$ cat src/rtl/crc8w_pkg.sv
// Shared types, constants and the CRC-8 byte update for the word response deframer.
`timescale 1ns / 1ps
package crc8w_pkg;

	localparam logic [7:0] CRC_START = 8'hFF;
	localparam logic [7:0] CRC_POLY  = 8'h31;

	localparam logic [1:0] POS_HIGH  = 2'd0;
	localparam logic [1:0] POS_LOW   = 2'd1;
	localparam logic [1:0] POS_CHECK = 2'd2;

	typedef struct packed {
		logic [31:0] word_value;
		logic        word_crc_ok;
		logic        response_ok;
		logic        last_word;
	} crc8w_res_t;

	typedef struct packed {
		logic       load;
		crc8w_res_t res;
	} crc8w_handoff_t;

	function automatic logic [7:0] crc8_feed(input logic [7:0] crc, input logic [7:0] b);
		logic [7:0] c;
		c = crc ^ b;
		for (int k = 0; k < 8; k++) begin
			if (c[7]) begin
				c = {c[6:0], 1'b0} ^ CRC_POLY;
			end else begin
				c = {c[6:0], 1'b0};
			end
		end
		return c;
	endfunction

endpackage

$ cat src/rtl/crc8w_ifs.sv
// Byte input and word output channel interfaces.
`timescale 1ns / 1ps
interface crc8w_byte_if;
	logic       valid;
	logic       ready;
	logic [7:0] rx_byte;
	logic       end_of_response;

	modport source (output valid, output rx_byte, output end_of_response, input ready);
	modport sink (input valid, input rx_byte, input end_of_response, output ready);
endinterface

interface crc8w_word_if;
	logic        valid;
	logic        ready;
	logic [31:0] word_value;
	logic        word_crc_ok;
	logic        response_ok;
	logic        last_word;

	modport source (output valid, output word_value, output word_crc_ok,
		output response_ok, output last_word, input ready);
	modport sink (input valid, input word_value, input word_crc_ok,
		input response_ok, input last_word, output ready);
endinterface

$ cat src/rtl/crc8w_core.sv
// Input register, group and word assembly state, and CRC check.
`timescale 1ns / 1ps
module crc8w_core (
	input  logic                    clk,
	input  logic                    arst_n,
	input  logic                    mode_we,
	input  logic                    mode_wdata,
	input  logic                    in_valid,
	output logic                    in_ready,
	input  logic [7:0]              in_byte,
	input  logic                    in_eor,
	input  logic                    out_free,
	output crc8w_pkg::crc8w_handoff_t handoff
);
	import crc8w_pkg::*;

	logic        mode_q;
	logic        valid_s1;
	logic [7:0]  byte_s1;
	logic        eor_s1;
	logic [1:0]  pos_q;
	logic [7:0]  crc_q;
	logic [15:0] partial_q;
	logic [15:0] high_q;
	logic        phase_q;
	logic        hok_q;
	logic        err_q;

	logic [1:0]  pos_n;
	logic [7:0]  crc_n;
	logic [15:0] partial_n;
	logic [15:0] high_n;
	logic        phase_n;
	logic        hok_n;
	logic        err_n;
	logic        emit;
	logic        ok;
	crc8w_res_t  res;
	logic        advance;

	assign advance  = valid_s1 && out_free;
	assign in_ready = !valid_s1 || out_free;

	always_comb begin
		pos_n     = pos_q;
		crc_n     = crc_q;
		partial_n = partial_q;
		high_n    = high_q;
		phase_n   = phase_q;
		hok_n     = hok_q;
		err_n     = err_q;
		emit      = 1'b0;
		ok        = (byte_s1 == crc_q);
		res       = '0;
		case (pos_q)
			POS_LOW: begin
				partial_n = {partial_q[15:8], byte_s1};
				crc_n     = crc8_feed(crc_q, byte_s1);
				pos_n     = POS_CHECK;
			end
			POS_CHECK: begin
				err_n = err_q | !ok;
				pos_n = POS_HIGH;
				crc_n = CRC_START;
				if (!mode_q) begin
					phase_n = 1'b0;
					hok_n   = 1'b1;
					emit    = 1'b1;
					res.word_value  = {16'h0000, partial_q};
					res.word_crc_ok = ok;
				end else if (!phase_q) begin
					high_n  = partial_q;
					hok_n   = ok;
					phase_n = 1'b1;
				end else begin
					phase_n = 1'b0;
					hok_n   = 1'b1;
					emit    = 1'b1;
					res.word_value  = {high_q, partial_q};
					res.word_crc_ok = ok & hok_q;
				end
				res.response_ok = !err_n;
				res.last_word   = eor_s1;
			end
			default: begin
				partial_n = {byte_s1, 8'h00};
				crc_n     = crc8_feed(CRC_START, byte_s1);
				pos_n     = POS_LOW;
			end
		endcase
		if (eor_s1) begin
			if (!emit) begin
				emit = 1'b1;
				res  = '0;
				res.last_word = 1'b1;
			end
			pos_n     = POS_HIGH;
			crc_n     = CRC_START;
			partial_n = '0;
			high_n    = '0;
			phase_n   = 1'b0;
			hok_n     = 1'b1;
			err_n     = 1'b0;
		end
	end

	assign handoff = {advance && emit, res};

	always_ff @(posedge clk or negedge arst_n) begin
		if (!arst_n) begin
			mode_q    <= 1'b0;
			valid_s1  <= 1'b0;
			pos_q     <= POS_HIGH;
			crc_q     <= CRC_START;
			partial_q <= '0;
			high_q    <= '0;
			phase_q   <= 1'b0;
			hok_q     <= 1'b1;
			err_q     <= 1'b0;
		end else begin
			if (mode_we) begin
				mode_q <= mode_wdata;
			end
			if (in_ready) begin
				valid_s1 <= in_valid;
			end
			if (advance) begin
				pos_q     <= pos_n;
				crc_q     <= crc_n;
				partial_q <= partial_n;
				high_q    <= high_n;
				phase_q   <= phase_n;
				hok_q     <= hok_n;
				err_q     <= err_n;
			end
		end
	end

	always_ff @(posedge clk) begin
		if (in_ready && in_valid) begin
			byte_s1 <= in_byte;
			eor_s1  <= in_eor;
		end
	end

endmodule

$ cat src/rtl/crc8w_result_reg.sv
// Result register holding one finished word until the receiver takes it.
`timescale 1ns / 1ps
module crc8w_result_reg (
	input  logic                      clk,
	input  logic                      arst_n,
	input  crc8w_pkg::crc8w_handoff_t handoff,
	output logic                      out_free,
	output logic                      out_valid,
	input  logic                      out_ready,
	output crc8w_pkg::crc8w_res_t     out_res
);
	import crc8w_pkg::*;

	logic       valid_q;
	crc8w_res_t res_q;

	assign out_free  = !valid_q || out_ready;
	assign out_valid = valid_q;
	assign out_res   = res_q;

	always_ff @(posedge clk or negedge arst_n) begin
		if (!arst_n) begin
			valid_q <= 1'b0;
		end else if (out_free) begin
			valid_q <= handoff.load;
		end
	end

	always_ff @(posedge clk) begin
		if (out_free && handoff.load) begin
			res_q <= handoff.res;
		end
	end

endmodule

$ cat src/rtl/crc8_word_response_deframer_top.sv
// Top level of the CRC-8 word response deframer.
// Usage:
//   byte_in takes one byte a cycle while ready (rx_byte, end_of_response).
//   Groups are two data bytes then a CRC-8 check byte (poly 0x31, start 0xFF).
//   word_out gives one word per group (mode 0) or per two groups (mode 1,
//   first group in the high half), with word_crc_ok, response_ok, last_word.
//   mode_we/mode_wdata write word_size_mode; write it only while idle.
// Timing:
//   A byte is registered in the input register and is then processed into the
//   result register once that is free; the word that the byte completes is
//   valid on word_out from the result register. One byte per cycle is sustained
//   while word_out is not held; the CRC byte update is one XOR network.
// Reset:
//   arst_n clears all group state, the mode (16-bit) and both valid flags.
// Stall:
//   While word_out is held the result register keeps its word and the input
//   register takes no further byte once it is full; nothing is dropped.
`timescale 1ns / 1ps
module crc8_word_response_deframer_top (
	input  logic clk,
	input  logic arst_n,
	input  logic mode_we,
	input  logic mode_wdata,
	crc8w_byte_if.sink   byte_in,
	crc8w_word_if.source word_out
);
	import crc8w_pkg::*;

	crc8w_handoff_t handoff;
	crc8w_res_t     res;
	logic           out_free;

	crc8w_core u_core (
		.clk        (clk),
		.arst_n     (arst_n),
		.mode_we    (mode_we),
		.mode_wdata (mode_wdata),
		.in_valid   (byte_in.valid),
		.in_ready   (byte_in.ready),
		.in_byte    (byte_in.rx_byte),
		.in_eor     (byte_in.end_of_response),
		.out_free   (out_free),
		.handoff    (handoff)
	);

	crc8w_result_reg u_result (
		.clk       (clk),
		.arst_n    (arst_n),
		.handoff   (handoff),
		.out_free  (out_free),
		.out_valid (word_out.valid),
		.out_ready (word_out.ready),
		.out_res   (res)
	);

	assign word_out.word_value  = res.word_value;
	assign word_out.word_crc_ok = res.word_crc_ok;
	assign word_out.response_ok = res.response_ok;
	assign word_out.last_word   = res.last_word;

endmodule

$ cat src/flat_wrapper.sv
// flat-port wrapper written by rule: the top's interface ports become plain ports
module crc8_word_response_deframer_top_flat import crc8w_pkg::*;
  (clk, arst_n, mode_we, mode_wdata, byte_in_valid, byte_in_rx_byte, byte_in_end_of_response, byte_in_ready, word_out_valid, word_out_word_value, word_out_word_crc_ok, word_out_response_ok, word_out_last_word, word_out_ready);
  crc8w_byte_if byte_in_i ();
  crc8w_word_if word_out_i ();
  input  logic clk;
  input  logic arst_n;
  input  logic mode_we;
  input  logic mode_wdata;
  input wire logic [$bits(byte_in_i.valid)-1:0] byte_in_valid;
  input wire logic [$bits(byte_in_i.rx_byte)-1:0] byte_in_rx_byte;
  input wire logic [$bits(byte_in_i.end_of_response)-1:0] byte_in_end_of_response;
  output wire logic [$bits(byte_in_i.ready)-1:0] byte_in_ready;
  output wire logic [$bits(word_out_i.valid)-1:0] word_out_valid;
  output wire logic [$bits(word_out_i.word_value)-1:0] word_out_word_value;
  output wire logic [$bits(word_out_i.word_crc_ok)-1:0] word_out_word_crc_ok;
  output wire logic [$bits(word_out_i.response_ok)-1:0] word_out_response_ok;
  output wire logic [$bits(word_out_i.last_word)-1:0] word_out_last_word;
  input wire logic [$bits(word_out_i.ready)-1:0] word_out_ready;
  assign byte_in_i.valid = byte_in_valid;
  assign byte_in_i.rx_byte = byte_in_rx_byte;
  assign byte_in_i.end_of_response = byte_in_end_of_response;
  assign byte_in_ready = byte_in_i.ready;
  assign word_out_valid = word_out_i.valid;
  assign word_out_word_value = word_out_i.word_value;
  assign word_out_word_crc_ok = word_out_i.word_crc_ok;
  assign word_out_response_ok = word_out_i.response_ok;
  assign word_out_last_word = word_out_i.last_word;
  assign word_out_i.ready = word_out_ready;
  crc8_word_response_deframer_top u_core (.clk(clk), .arst_n(arst_n), .mode_we(mode_we), .mode_wdata(mode_wdata), .byte_in(byte_in_i), .word_out(word_out_i));
endmodule
$ cat config.mk
export PLATFORM = sky130hd
export DESIGN_NAME = crc8_word_response_deframer_top_flat
export DESIGN_NICKNAME = d
export VERILOG_FILES = /design/src/rtl/crc8w_pkg.sv /design/src/rtl/crc8w_ifs.sv /design/src/rtl/crc8w_core.sv /design/src/rtl/crc8w_result_reg.sv /design/src/rtl/crc8_word_response_deframer_top.sv /design/src/flat_wrapper.sv
export SDC_FILE = /design/constraint.sdc
export NUM_CORES = 1
export LEC_CHECK = 0
export ABC_AREA = 1
export CAP_MARGIN = 20
export CORE_ASPECT_RATIO = 1.4
export CORE_MARGIN = 10
export CORE_UTILIZATION = 35
export DETAILED_ROUTE_END_ITERATION = 12
export DONT_BUFFER_PORTS = 1
export GPL_TIMING_DRIVEN = 0
export PLACE_DENSITY = 0.59
export SYNTH_ARGS = -nofsm -noshare
export SYNTH_HDL_FRONTEND = slang
export SYNTH_HIERARCHICAL = 1
export SYNTH_SLANG_ARGS = --single-unit
$ cat constraint.sdc
create_clock -name clk -period 5.26 [get_ports clk]
set_input_delay 1.052 -clock clk [delete_from_list [all_inputs] [get_ports clk]]
set_output_delay 1.052 -clock clk [all_outputs]
set_load 0.01 [all_outputs]
==> impl_metrics.yaml, run 1 <==
layout:
  fin_nets: 440
  antenna_cells: 0
  regArea_um2: 2534
  layout_common_cells: "nand2_1, inv_1, nor2_1, edfxtp_1, dfrtp_1"
  layout_commonest_cell: "nand2_1"
  final.fill_count: 1118
  drive_gt1_share_pct: 13.35
  multiInputGateArea_um2: 1294
  stdcell_count: 574
  area_delta_synth_final_pct: 12.07
drt:
  route.detailed.drc: 0
  detail_route.wl_per_cell_um: 15.44
  drt-vias-per-instance: 4.805
  routed_wl_um: 8865
  dr_total_vias: 2758
  drtIter0Drc: 164
  ant_nets: 0
  drt_first_pass_iters: 6
pwr:
  leakage_nw: 1.946
  powerDensity_nw_per_um2: 449.4
  irDropWorstVdd_uv: 183.3
sta:
  max_slew_margin_pct: 34.05
  tightestPinTransition_ns: 0.9817
  rsz0062_at_grt: "false"
  max_freq_mhz: 400.8
  tns_ns: 0
  finalCritPeriodShare_pct: 47.43
  slew_viol_final: 0
  finalClockSkew_ns: 0.007881
  hold_viol: 0
  min_period_ns: 2.495
  final-setup-viol-count: 0
critical_path:
  crit_chain: "inv_1, nand2_1, inv_1, nand2_1"
  cp_max_fo: 3
  startpoint_type: "input pin"
  r2r_setup_slack_ns: 3.10
  cp_slowest_cell: "nand2_1"
  critPathKind: "input pin to output port"
  cp_data_arrival_time_ns: 1.44
  cp-end-kind: "output port"
  crit_buf_inv: 2
  cp.required_ns: 4.21
  max_stage_delay_ns: 0.11
  critPathTopFamily: "simple AND/OR/NAND/NOR gates"
synth:
  yosysWarnings: 6
  synth_edf_count: 44
  ys_types: 33
  postSynthCellCount: 410
  synth.top_cell.area_share_pct: 31.79
  synthTopCellsByArea: "edfxtp_1, dfrtp_1, nand2_1"
  synth_area_um2: 4156
  ys_ff_latch: 92
  synth_async_sr_flop_share_pct: 52.17
  ys_seq_area_share_pct: 60.96
  syn_area_per_cell_um2: 10.14
  ys.flop_type: "edfxtp_1"
  yosys.area.top_type: "edfxtp_1"
  synthesis.nets: 428
clock_network:
  cts.sinks: 92
  cts_made_buffers: 9
  cts_tree: "done"
  postCtsSetupRepairBufs: 0
  clkTransAtPathRegs_ns: 0.07
  cts.repair.resized: 0
  clk_path_buf_depth: 2
  hold_buffers: 0
  htreeDepth: 3
  root_buffer: "clkbuf_16"
  clk_latency_ns: 0.34
global_routing:
  grt_pass1_vias: 2887
  overflow: 0
  grt_start_max_net_pins: 49
  grt_pass1_wl_um: 14850
  grtUsageTotal_pct: 11.05
  antenna_found_initial: 0
run_status:
  outcome: "finished, final reports clean"
die:
  ios: 52
  dieArea_um2: 16700
  rows: 47
  initial_utilization_pct: 35.52
  die_w_um: 112.1
  core_um2: 11700
  die_h_um: 148.9
placement:
  portBuffers: 0
  dp_hpwl_um: 6680
  dp_cells: 558
  place.gp.congestion: 0.8656
flow_run:
  max_cap_viol_count: 0
min_path:
  hold_path.class: "input pin to asynchronous set/reset pin"
[layout make-up]
type | instances | area share (%)
clock buffers | 11 | 5.426
well taps | 147 | 3.948
repair buffers | 1 | 0.4298
multi-input cells | 235 | 27.77
plain buffers | 15 | 1.826
flip-flops and latches | 92 | 54.39
inverters | 68 | 5.479
clock inverters | 5 | 0.7252
[final timing paths]
| path | startpoint | endpoint | cells after the start |
|---|---|---|---|
| setup / recovery | word_out_ready | byte_in_ready | 4 |
| hold / removal | arst_n | u_core/u_core/phase_q | 0 |
| setup reg to reg | u_core/u_core/pos_q[1] | u_core/u_core/partial_q[10] | 6 |
| hold reg to reg | u_core/u_core/crc_q[1] | u_core/u_core/crc_q[1] | 2 |
| max in group asynchronous | arst_n | u_core/u_core/crc_q[7] | 0 |
| min in group clk | u_core/u_core/crc_q[1] | u_core/u_core/crc_q[1] | 2 |
[through the flow]
stage                     util [%]  worst slack [ns]  total power, mW  hold slack [ns]  area, um^2
after floorplan                  -             1.621            1.367           0.4673        4156
after global placement       37.09            0.9996            1.486           0.4799        4340
after detailed placement     37.36             2.582            1.499           0.4851        4372
after CTS                    39.81             2.759            2.116           0.3904        4658
after global routing         39.81             2.711            2.226           0.3838        4658
final                        39.81             2.765            2.093           0.4022        4658
[worst register-to-register path: cells and delay by family, from the launching register on]
kind	cells	cell delay, ns
AO/OA/AOI/OAI	1	0.14
adder cells (fa/ha/maj)	1	0.30
AND/OR/NAND/NOR	2	0.93
buffers and inverters	2	0.24
flip-flops	1	0.37
[flip-flops by register name, summed over array words and instances, names as in the netlist, 2 cells and up]
| register | count |
|---|---|
| u_core/u_core/pos_q | 2 |
| u_core/u_core/crc_q | 8 |
| u_core/u_core/high_q | 16 |
| u_core/u_core/byte_s1 | 8 |
| u_core/u_core/partial_q | 16 |
| u_core/u_result/out_res | 35 |
[logic make-up (layout without fill, tap and decap cells)]
family	count (synthesis)	after routing	synth area share [%]
compound gates	59	59	8.429
fa+ha+maj	3	3	0.9032
flops	92	92	60.96
buf+inv	83	100	8.187
simple gates	150	150	15.23
xor+xnor	23	23	6.291
[Yosys cell counts (2+ instances only)]
master,number
a21oi_1,8
a21oi_2,3
a31oi_1,2
buf_4,2
buf_6,2
clkbuf_1,6
clkbuf_2,4
dfrtp_1,39
dfstp_2,9
edfxtp_1,44
ha_1,3
inv_1,64
inv_2,4
nand2_1,65
nand2_2,6
nand3_1,25
nand3_2,2
nor2_1,48
nor3_1,2
o21ai_0,14
o21ai_1,3
o22ai_1,26
xnor2_1,8
xnor2_2,2
xnor2_4,2
xor2_1,10
[report_power, final]
part / internal, mW / switching, mW / leakage (nW)
combinational: 0.192 / 0.348 / 0.763
sequential: 0.872 / 0.0699 / 1.04
clock: 0.346 / 0.266 / 0.138
[layer usage]
metal  track usage, %  up-vias  share of wire, %
met5                0        -                 0
met4            4.453        0               1.4
met3            2.697        8               3.8
met2            19.86       66                53
met1            12.14     1329                41
li1                 -     1355                 -
Note: power is estimated with default switching activity, not from simulation.
==> run 2: changes to the inputs <==
--- a/config.mk
+++ b/config.mk
@@ -5,7 +5,7 @@
 export SDC_FILE = /design/constraint.sdc
 export NUM_CORES = 1
 export LEC_CHECK = 0
-export ABC_AREA = 1
+export ABC_AREA = 0
 export CAP_MARGIN = 20
 export CORE_ASPECT_RATIO = 1.4
 export CORE_MARGIN = 10
@@ -13,7 +13,7 @@
 export DETAILED_ROUTE_END_ITERATION = 12
 export DONT_BUFFER_PORTS = 1
 export GPL_TIMING_DRIVEN = 0
-export PLACE_DENSITY = 0.59
+export PLACE_DENSITY = 0.61
 export SYNTH_ARGS = -nofsm -noshare
 export SYNTH_HDL_FRONTEND = slang
 export SYNTH_HIERARCHICAL = 1
==> constraint.sdc (replaced) <==
create_clock -name clk -period 2.2 [get_ports clk]
set_input_delay 0.44 -clock clk [delete_from_list [all_inputs] [get_ports clk]]
set_output_delay 0.44 -clock clk [all_outputs]
set_load 0.01 [all_outputs]
==> run 2 against run 1 <==
Sequential share of layout area decreased by 0.56 points. Critical path depth increased by 1. Core utilization increased by 0.22 points. Clock power increased by 130%. Worst setup slack got worse by 2.7 ns. Count of clock-buffer cells in the layout decreased by 1. Power increased to 2.5 times the previous value. Sequential power increased by 150%. Via count decreased by 8.2%. Area after synthesis increased by 0.72%. Critical endpoint is now u_core/u_result/out_res[27]. Highest routed layer unchanged.
==> impl_metrics.yaml, run 2 <==
layout:
  largest_reg_flops: 35
  drive_gt1_share_pct: 14.53
  antenna_cells: 0
  fin_area_um2: 4707
  layout_common_cells: "edfxtp_1, dfrtp_1, nand2_1, o21ai_0, xnor2_1"
  area_delta_synth_final_pct: 12.43
  layout_commonest_cell: "edfxtp_1"
  stdcell_count: 505
  fin_nets: 371
synth:
  postSynthCellCount: 338
  ys_types: 48
  ys_ff_latch: 92
  ys.flop_type: "edfxtp_1"
  synth_edf_count: 44
  yosysWarnings: 6
  yosys.area.top_type: "edfxtp_1"
  synth.top_cell.area_share_pct: 31.56
  ys_seq_area_share_pct: 60.52
  synth.most_common_cell: "edfxtp_1"
  synth_commonest_cells: "edfxtp_1, dfrtp_1, nand2_1"
  synth_area_um2: 4187
  synthTopCellsByArea: "edfxtp_1, dfrtp_1, dfstp_2"
  synth_async_sr_flop_share_pct: 52.17
  syn_area_per_cell_um2: 12.39
  synthesis.nets: 356
placement:
  dp_hpwl_um: 6260
  portBuffers: 0
  placed_cell_area_um2: 4370
  dp_cells: 485
  place.gp.congestion: 0.8671
sta:
  min_period_ns: 2.088
  final-setup-viol-count: 0
  rsz0062_at_grt: "false"
  tightestPinTransition_ns: 0.5513
  slew_viol_final: 0
  tns_ns: 0
  finalClockSkew_ns: 0.006574
  max_freq_mhz: 478.9
  max_slew_margin_pct: 63.04
  finalCritPeriodShare_pct: 94.91
  hold_viol: 0
critical_path:
  cp_slowest_cell: "dfrtp_1"
  rr_worst_depth: 5
  cp_max_fo: 10
  timing.rr.end: "u_core/u_result/out_res[27]"
  crit_chain: "nand2b_4, nand2_1, buf_1, nor2_4, and2_2"
  crit_buf_inv: 1
  max_stage_delay_ns: 0.44
  cp.required_ns: 2.22
  startpoint_type: "register"
  reg2reg_from: "u_core/u_result/out_valid"
  r2r_setup_slack_ns: 0.11
  critPathKind: "register to register"
  critPathTopFamily: "simple AND/OR/NAND/NOR gates"
  cp-end-kind: "register"
  cp_data_arrival_time_ns: 2.10
drt:
  detail_route.wl_per_cell_um: 17.77
  drt_first_pass_iters: 4
  ant_nets: 0
  routed_wl_um: 8974
  drtIter0Drc: 159
  drt-vias-per-instance: 5.012
  route.detailed.drc: 0
  dr_total_vias: 2531
global_routing:
  grt_pass1_wl_um: 14370
  grt_pass1_vias: 2650
  antenna_found_initial: 0
  overflow: 0
  grtUsageTotal_pct: 10.90
  grt_start_max_net_pins: 49
pwr:
  p_switching_mw: 1.661
  power_mw: 5.266
  leakage_nw: 1.904
  p_int_mw: 3.604
  powerDensity_nw_per_um2: 1119
  pwr-share-seq_pct: 44.5
  switching_share_pct: 31.55
  combPwrFrac_pct: 28.8
  irDropWorstVdd_uv: 437.1
  clock_power_share_pct: 26.7
run_status:
  outcome: "finished, final reports clean"
flow_run:
  max_cap_viol_count: 0
die:
  dieArea_um2: 16800
  ios: 52
  die_h_um: 149.4
  die_w_um: 112.4
  initial_utilization_pct: 35.60
  core_um2: 11760
  rows: 47
clock_network:
  cts.sinks: 92
  clk_path_buf_depth: 2
  htreeDepth: 3
  clk_latency_ns: 0.34
  cts_made_buffers: 9
  root_buffer: "clkbuf_16"
  cts_tree: "done"
  clkTransAtPathRegs_ns: 0.07
min_path:
  min_from: "mode_we"
  min_delay_worst_endpoint: "u_core/u_core/mode_q"
  whs_path_depth: 1
  hold_path.class: "input pin to register"
## run 2: power groups by stage
stage          logic [mW]  registers [mW]  clock network, mW
2_1_floorplan        1.22            2.31                  0
3_3_place_gp         1.44            2.37                  0
3_5_place_dp         1.46            2.38                  0
4_1_cts              1.51            2.35               1.44
5_1_grt              1.67            2.38               1.52
6_report             1.52            2.34               1.40
## run 2: metal layers
| layer | vias up | part of all wire (%) | GRT usage, % | wire, um |
|---|---|---|---|---|
| met5 | - | 0 | 0 | 0 |
| met4 | 0 | 2.8 | 5.280 | 252 |
| met3 | 19 | 4.0 | 3.221 | 361 |
| met2 | 61 | 52 | 18.64 | 4633 |
| met1 | 1230 | 42 | 12.10 | 3727 |
| li1 | 1221 | - | - | - |
## run 2: kinds of logic (layout without fill, tap and decap cells)
| kind of cell | after synthesis | after routing | share of synthesized area, % |
|---|---|---|---|
| simple gates | 104 | 106 | 12.94 |
| flops | 92 | 92 | 60.52 |
| compound gates | 71 | 71 | 10.97 |
| xor+xnor | 38 | 38 | 10.13 |
| buf+inv | 30 | 48 | 4.543 |
| fa+ha+maj | 3 | 3 | 0.8967 |
## run 2: metrics by stage
stage	hold WS, ns	utilization (%)	setup WS [ns]
global placement	0.1494	37.16	-0.06443
detailed placement	0.1487	37.16	-0.08236
finish	0.1873	40.02	0.1120
CTS	0.1774	39.86	0.08093
global route	0.1818	40.02	0.009152
floorplan	0.1444	-	0.4284
## run 2: how the worst max path moves through the flow
| stage | start | to | slack [ns] | depth (start not counted) |
|---|---|---|---|---|
| floorplan | u_core/u_core/pos_q[0] | u_core/u_core/partial_q[10] | 0.43 | 7 |
| global placement | u_core/u_core/eor_s1 | u_core/u_result/out_res[0] | -0.06 | 5 |
| detailed placement | u_core/u_core/eor_s1 | u_core/u_result/out_res[0] | -0.08 | 5 |
| CTS | u_core/u_result/out_valid | u_core/u_result/out_res[28] | 0.08 | 5 |
| global route | u_core/u_result/out_valid | u_core/u_result/out_res[34] | 0.009 | 5 |
| finish | u_core/u_result/out_valid | u_core/u_result/out_res[27] | 0.11 | 5 |
## run 2: worst register-to-register path, delay by kind of cell, from the launching register on
kind                   cells  cell delay (ns)
and+or+nand+nor            4             0.98
DFF                        1             0.44
buffers and inverters      1             0.35
## run 2: final cells by class
type                            count  area, um^2
Sequential cell                    92        2534
Multi-Input combinational cell    218        1489
Tap cell                          147       183.9
Fill cell                        1136        7054
Clock inverter                      6       38.79
Clock buffer                       10       229.0
Timing Repair Buffer                2       37.54
Inverter                            5       18.77
Buffer                             25       176.4
## run 2: timing repair
item                                    CTS  global route
hold endpoints to repair                 48             0
endpoints found under the setup margin   35            27
resized for setup                         3             9
hold buffers                              2             0
cloned                                    1             1
buffers inserted                          0             0
pin swaps                                 1             0
==> run 3: changes to the inputs <==
--- a/config.mk
+++ b/config.mk
@@ -13,7 +13,7 @@
 export DETAILED_ROUTE_END_ITERATION = 12
 export DONT_BUFFER_PORTS = 1
 export GPL_TIMING_DRIVEN = 0
-export PLACE_DENSITY = 0.61
+export PLACE_DENSITY = 0.57
 export SYNTH_ARGS = -nofsm -noshare
 export SYNTH_HDL_FRONTEND = slang
 export SYNTH_HIERARCHICAL = 1
==> constraint.sdc (replaced) <==
create_clock -name clk -period 2.2 [get_ports clk]
set_input_delay 0.22 -clock clk [delete_from_list [all_inputs] [get_ports clk]]
set_output_delay 0.22 -clock clk [all_outputs]
set_load 0.01 [all_outputs]
==> run 3 against run 2 <==
Combinational power is essentially flat. Clock skew grew 0.0023 ns. Cell area grew 2.9%. Clock power grew 12%. Routed wire length grew 3.7%. Critical path depth is the same. Largest cell class unchanged.
==> impl_metrics.yaml, run 3 (synthesis gave the netlist of run 2 again) <==
drt:
  drt-vias-per-instance: 5.021
  route.detailed.drc: 0
  drt_first_pass_iters: 4
  ant_nets: 0
  dr_total_vias: 2591
  routed_wl_um: 9308
  drtIter0Drc: 110
  detail_route.wl_per_cell_um: 18.04
die:
  core_um2: 11760
  die_w_um: 112.4
  initial_utilization_pct: 35.60
  rows: 47
  ios: 52
  die_h_um: 149.4
  dieArea_um2: 16800
layout:
  layout_common_cells: "edfxtp_1, dfrtp_1, nand2_1, o21ai_0, xnor2_1"
  drive_gt1_share_pct: 13.01
  final.fill_count: 1102
  stdcell_count: 516
  area_delta_synth_final_pct: 15.66
  largest_reg_flops: 35
  antenna_cells: 0
  fin_nets: 382
  layout_commonest_cell: "edfxtp_1"
sta:
  max_slew_margin_pct: 61.75
  finalCritPeriodShare_pct: 94.17
  max_freq_mhz: 482.7
  finalClockSkew_ns: 0.008862
  tightestPinTransition_ns: 0.5707
  setup_ws_ns: 0.1283
  rsz0062_at_grt: "true"
  min_period_ns: 2.072
  slew_viol_final: 0
  final-setup-viol-count: 0
  hold_viol: 0
placement:
  post-place-ws_ns: -0.07276
  dp_hpwl_um: 6410
  place.gp.congestion: 0.9111
  portBuffers: 0
  dp_cells: 485
critical_path:
  timing.rr.end: "u_core/u_result/out_res[2]"
  cp_max_fo: 18
  r2r_setup_slack_ns: 0.13
  reg2reg_from: "u_core/u_core/eor_s1"
  cp.required_ns: 2.22
  rr_worst_depth: 5
  startpoint_type: "register"
  critPathKind: "register to register"
  cp_data_arrival_time_ns: 2.09
  cp-end-kind: "register"
global_routing:
  grt_pass1_vias: 2738
  use_met1_pct: 13.11
  use_met3_pct: 3.623
  grt_pass1_wl_um: 15100
  grtUsageTotal_pct: 11.55
  overflow: 0
  busiest_layer: "met2"
  grt_start_max_net_pins: 49
  antenna_found_initial: 0
  met2_usage_pct: 19.51
clock_network:
  cts.sinks: 92
  clk_latency_ns: 0.34
  htreeDepth: 3
  clk_path_buf_depth: 2
  root_buffer: "clkbuf_16"
  clkTransAtPathRegs_ns: 0.07
  cts_made_buffers: 9
  cts_tree: "done"
min_path:
  whs_path_depth: 2
  min_delay_worst_endpoint: "u_core/u_result/out_valid"
  min_from: "word_out_ready"
  hold_path.class: "input pin to register"
pwr:
  leakage_nw: 1.960
  powerDensity_nw_per_um2: 1123
  power_mw: 5.437
  irDropWorstVdd_uv: 522.8
run_status:
  outcome: "finished, final reports clean"
flow_run:
  max_cap_viol_count: 0
[run 3: power by group]
part	total, mW	switching [mW]	internal [mW]
sequential	2.35	0.234	2.11
clock	1.57	0.651	0.916
combinational	1.52	0.789	0.736
total	5.44	1.67	3.76
[run 3: layout make-up]
| class | count | area [um^2] | area share (%) |
|---|---|---|---|
| multi-input combinational | 217 | 1471 | 30.39 |
| tap | 147 | 183.9 | 3.798 |
| inverter | 5 | 18.77 | 0.3876 |
| buffer | 25 | 173.9 | 3.592 |
| sequential | 92 | 2534 | 52.33 |
| clock buffer | 11 | 242.7 | 5.013 |
| timing repair buffer | 14 | 157.7 | 3.256 |
| clock inverter | 5 | 60.06 | 1.240 |
[run 3: per-layer routing]
layer / vias to the layer above / wire [um]
met5: - / 0
met1: 1267 / 3860
li1: 1244 / -
met3: 13 / 460
met4: 0 / 174
met2: 67 / 4813
[run 3: worst max-delay path, stage by stage (launching register included)]
cell and delay [ns]:
edfxtp_1 0.40, clkbuf_2 0.28, clkbuf_1 0.36, nor2_1 0.10, nor2_1 0.23, and2_4 0.36
[run 3: through the flow]
step           setup TNS (ns)  hold WS, ns  utilization [%]  cell area [um^2]
5_1_grt              -0.02345       0.1088            41.17              4842
6_report                    0       0.1074            41.17              4842
2_1_floorplan               0     -0.07559                -              4187
3_5_place_dp           -2.378     -0.07083            37.16              4370
4_1_cts                     0       0.1049            41.16              4841
3_3_place_gp          -0.8174     -0.07125            37.16              4370
[run 3: worst max path at each step]
stage | from | endpoint | slack (ns) | depth (start not counted)
after floorplan | u_core/u_core/pos_q[0] | u_core/u_core/partial_q[10] | 0.43 | 7
after global placement | u_core/u_core/eor_s1 | u_core/u_result/out_res[0] | -0.03 | 5
after detailed placement | u_core/u_core/eor_s1 | u_core/u_result/out_res[2] | -0.07 | 5
after CTS | u_core/u_core/mode_q | u_core/u_result/out_res[24] | 0.06 | 6
after global routing | u_core/u_core/pos_q[1] | u_core/u_core/partial_q[9] | -0.01 | 8
final | u_core/u_core/eor_s1 | u_core/u_result/out_res[2] | 0.13 | 5
[run 3: what timing repair did]
| action | 4_1_cts | 5_1_grt |
|---|---|---|
| cloned | 1 | 0 |
| hold endpoints to repair | 59 | 0 |
| setup buffers | 0 | 0 |
| hold buffers | 14 | 0 |
| pin swaps | 1 | 0 |
| gates resized for setup | 2 | 2 |
| endpoints found under the setup margin | 35 | 38 |
